<file path="src/hw/rtl/hcbp_code_table.sv">
// hcbp_code_table: per-symbol code word and length store with registered read
// entries not written since reset read as an empty code; depends on nothing
`timescale 1ns / 1ps

module hcbp_code_table #(
  parameter int DEPTH   = 128,
  parameter int IDX_W   = 7,
  parameter int BITS_W  = 32,
  parameter int LEN_W   = 6
) (
  input  logic              clk,
  input  logic              rst,
  input  logic              wr_en,
  input  logic [IDX_W-1:0]  wr_idx,
  input  logic [BITS_W-1:0] wr_bits,
  input  logic [LEN_W-1:0]  wr_len,
  input  logic              rd_en,
  input  logic              rd_ok,
  input  logic [IDX_W-1:0]  rd_idx,
  output logic [BITS_W-1:0] rd_bits,
  output logic [LEN_W-1:0]  rd_len
);

  logic [BITS_W-1:0] mem_bits [DEPTH];
  logic [LEN_W-1:0]  mem_len  [DEPTH];
  logic [DEPTH-1:0]  entry_vld;
  logic [BITS_W-1:0] bits_q;
  logic [LEN_W-1:0]  len_q;
  logic              hit;

  always_ff @(posedge clk) begin
    if (wr_en) begin
      mem_bits[wr_idx] <= wr_bits;
      mem_len[wr_idx]  <= wr_len;
    end
    if (rd_en && rd_ok) begin
      bits_q <= mem_bits[rd_idx];
      len_q  <= mem_len[rd_idx];
    end
  end

  always_ff @(posedge clk) begin
    if (rst) begin
      entry_vld <= '0;
      hit       <= 1'b0;
    end else begin
      if (wr_en) begin
        entry_vld[wr_idx] <= 1'b1;
      end
      if (rd_en) begin
        hit <= rd_ok && entry_vld[rd_idx];
      end
    end
  end

  assign rd_bits = hit ? bits_q : '0;
  assign rd_len  = hit ? len_q : '0;

endmodule

</file>
<file path="config.mk">
export PLATFORM = sky130hd
export DESIGN_NAME = hcbp_code_table
export DESIGN_NICKNAME = d
export VERILOG_FILES = /design/src/hw/rtl/hcbp_code_table.sv
export SDC_FILE = /design/constraint.sdc
export NUM_CORES = 2
export LEC_CHECK = 0
export BUFFER_PORTS_ARGS = -buffer_cell sky130_fd_sc_hd__buf_2
export CAP_MARGIN = 15
export CORE_MARGIN = 4
export CORE_UTILIZATION = 30
export DETAILED_ROUTE_END_ITERATION = 10
export GPL_TIMING_DRIVEN = 0
export RECOVER_POWER = 50
export SYNTH_ARGS = -nofsm -noshare
export SYNTH_HDL_FRONTEND = slang
export SYNTH_MEMORY_MAX_BITS = 65536
export SYNTH_SLANG_ARGS = --single-unit
</file>
<file path="constraint.sdc">
create_clock -name clk -period 3.1 [get_ports clk]
set_clock_uncertainty 0.15 [all_clocks]
set_input_delay 0 -clock clk [delete_from_list [all_inputs] [get_ports clk]]
set_output_delay 0 -clock clk [all_outputs]
set_load 0.005 [all_outputs]
</file>
==> results.tsv <==
metric	value	unit
startpoint types	primary input	
count of cell types in the netlist	30	
peak supply drop	0.0004881	V
DIE AREA	648500	um2
WL final	519400	um
f_max	301.1	MHz
Die Wd	805.3	um
Cells after Synth	7619	
reg2reg end	bits_q[9]$_DFFE_PP_	
# rows	292	
largest net degree at the start of global routing	102	
Pwr Density	629.1	nW/um2
min Tclk post-route	3.321	ns
Slew Viols, Final	1911	
hpwl dp	375900	um
Async S/R FF share, synth	0	
Primary FF master, synth	edfxtp_1	
Leak	67.52	nW
synth-to-layout area growth	16.95	%
Cell Area, Synth	190700	um2
first-pass GRT wire length	712200	um
Max-slew headroom	-1.124	
vias in the first global route	89170	
share of the synthesized area in the top cell type	0.7718	
sequential share of the synthesized area	0.7854	
DRT Pass-1 Iters	5	
area of the multi-input gates	40130	um2
grt ovf	0	
total track usage	0.1560	
WS Path Type	in2reg	
top post-synthesis cells by area	edfxtp_1 77%, mux4_2 19%, dfxtp_1 1.4%	
Post-Synthesis Net Count	7676	
CP startpoint	wr_idx[3]	
NumNets Final	8534	
Clk pin slew, worst setup/hold paths	0.06	ns
crit-path max cell delay	1.50	ns
required time of the critical path	3.63	ns
Syn. warnings	0	
GRT met3 Usage	0.04163	
postcts setup bufs	0	
GRT busiest layer	met2	
Min Hold Slack	0.03776	ns
Mean Syn Cell Area	25.03	um2
Vias	87760	
I/O Pins	95	
clk sink count	5031	
Worst-Margin Slew	3.185	ns
slowest CP cell	nor2_1	
FF+latch area	149800	um2
Fin. Hold Viols	0	
CP cell instances	clkbuf_1, nor2b_1, nand2_1, nor2_1, buf_12	
initial antenna violation count	104	
core area	633200	um2
final worst slack	-0.2211	ns
Hold WC Path Type	in2reg	
Critical Path AT	3.85	ns
DRC Markers	0	
fin crit share	1.071	
max-cap violation count	38	
EDFF count, synth	4902	
vias per cell	5.061	
wire length per cell	29.95	um
# H-tree levels	5	
Fillers	56860	
CP Max Fanout	27	
R2R setup slack	0	ns
Setup-failing EPs final	208	
worst skew pair latency	1.00	ns
clk buf depth	4	
Setup crit end	mem_bits[40][19]$_DFFE_PP_	
depth of the most critical reg-to-reg path	4	
Tot Pwr	140.3	mW
total CTS buffers	467	
status	finished with violations	
clock root buffer	clkbuf_16	
CTS tree	yes	
initial drt markers	11670	
CP Capture Type	flip-flop	
Global Route met2 Usage	0.2591	
met1 usage	0.1978	
worst reg2reg startpoint	mem_bits[31][9]$_DFFE_PP_	
post-route ant nets	0	
Die Y	805.3	um
Seq cells post-synth	5031	
post-synth top area cell	edfxtp_1	
port buffer count	91	
RD Place Congestion	0.9663	
failing checks	capacitance limit, slew limit, setup timing	
starting density of the core	0.3012	
fraction of layout cells with a size suffix above 1	0.3324	
## state kept, by name, indices dropped and copies added (netlist names)
register / cells
mem_bits: 4096
mem_len: 768
entry_vld: 128
bits_q: 32
len_q: 6
hit: 1
## area by class of cell
cell class                 instances  area share
inverter                           3  0.00005049
multi-input combinational       2188      0.1799
clock inverter                   311     0.01363
antenna                           85   0.0009537
tap                             8379     0.04700
clock buffer                     557     0.05494
timing repair buffer             393     0.02312
sequential                      5031      0.6716
buffer                           393    0.008819
## how the worst min path moves through the flow
stage | from | to | slack, ns | cells past startpoint
after floorplan | wr_bits[0] | mem_bits[0][0]$_DFFE_PP_ | -0.05 | 0
after global placement | rd_idx[5] | hit$_SDFFE_PP0P_ | 0.27 | 3
after detailed placement | rd_idx[5] | hit$_SDFFE_PP0P_ | 0.26 | 3
after CTS | wr_bits[1] | mem_bits[8][1]$_DFFE_PP_ | 0.0007 | 2
after global routing | wr_idx[4] | mem_bits[63][1]$_DFFE_PP_ | -0.03 | 3
final | wr_idx[4] | mem_len[63][5]$_DFFE_PP_ | 0.04 | 3
## cell usage after synthesis (6+ instances only)
| cell | count |
|---|---|
| nor2_1 | 390 |
| a22oi_1 | 6 |
| buf_1 | 69 |
| nand2_1 | 15 |
| clkbuf_1 | 228 |
| nand3_1 | 14 |
| edfxtp_1 | 4902 |
| nor2b_1 | 11 |
| mux2_2 | 39 |
| buf_2 | 98 |
| mux2i_1 | 38 |
| dfxtp_1 | 129 |
| mux4_2 | 1615 |
| and2_1 | 39 |
## cells by family after synthesis
group,Yosys count,synth area share
flip-flops,5031,0.7854
multiplexers,1692,0.1950
AND/OR/NAND/NOR,472,0.01008
buffers and inverters,400,0.008574
AO/OA/AOI/OAI,24,0.0009776
## power by group
group | switching [mW] | internal, mW
logic | 5.00 | 2.82
registers | 0.0720 | 75.0
clock network | 24.9 | 32.6
## layer usage
layer | share of wire | up-vias
li1 | - | 34900
met4 | 0.044 | 46
met2 | 0.48 | 4258
met3 | 0.10 | 855
met5 | 0.0013 | -
met1 | 0.37 | 47700
## worst max-delay path: cells and delay by family
| family | cells | cell delay (ns) |
|---|---|---|
| simple gates | 3 | 2.90 |
| buf+inv | 2 | 0.90 |
## what timing repair did
item                                    4_1_cts  5_1_grt
resized for setup                           112       47
pin swaps                                     0        0
cloned                                        0        0
hold buffers                                 99        0
endpoints found under the setup margin       57       35
endpoints found under the hold margin      5158        0
## per-stage QoR
step | worst slack [ns] | instances | utilization | TNS, ns | cell area, um2
2_1_floorplan | 0.07614 | 7619 | - | 0 | 190700
3_3_place_gp | -4.265 | 16090 | 0.3185 | - | 201700
3_5_place_dp | -1.742 | 16290 | 0.3273 | -795.80 | 207200
4_1_cts | 0.0001306 | 17260 | 0.3536 | 0 | 223900
5_1_grt | -0.03657 | 17320 | 0.3522 | -0.05858 | 223000
6_report | -0.2211 | 17340 | 0.3523 | -23.22 | 223000
## placed cells by master (no fill, tap or decap), types with 9 or more instances in the layout
cell | netlist | routed
and2_1 | 39 | 37
buf_1 | 69 | 27
buf_12 | 0 | 126
buf_16 | 0 | 33
buf_2 | 98 | 141
buf_4 | 1 | 14
buf_8 | 0 | 10
bufinv_16 | 0 | 53
clkbuf_1 | 228 | 252
clkbuf_16 | 0 | 475
clkbuf_2 | 0 | 117
clkbuf_4 | 0 | 26
clkdlybuf4s15_2 | 0 | 19
clkinv_1 | 0 | 98
clkinv_2 | 0 | 109
clkinv_4 | 0 | 14
clkinvlp_4 | 0 | 16
dfxtp_1 | 129 | 128
diode_2 | 0 | 85
dlygate4sd3_1 | 0 | 90
edfxtp_1 | 4902 | 4902
inv_6 | 0 | 9
mux2_2 | 39 | 36
mux2i_1 | 38 | 37
mux4_2 | 1615 | 1615
nand2_1 | 15 | 15
nand3_1 | 14 | 14
nor2_1 | 390 | 281
nor2_4 | 0 | 108
nor2b_1 | 11 | 11
Power figures use the tool's default switching activity.
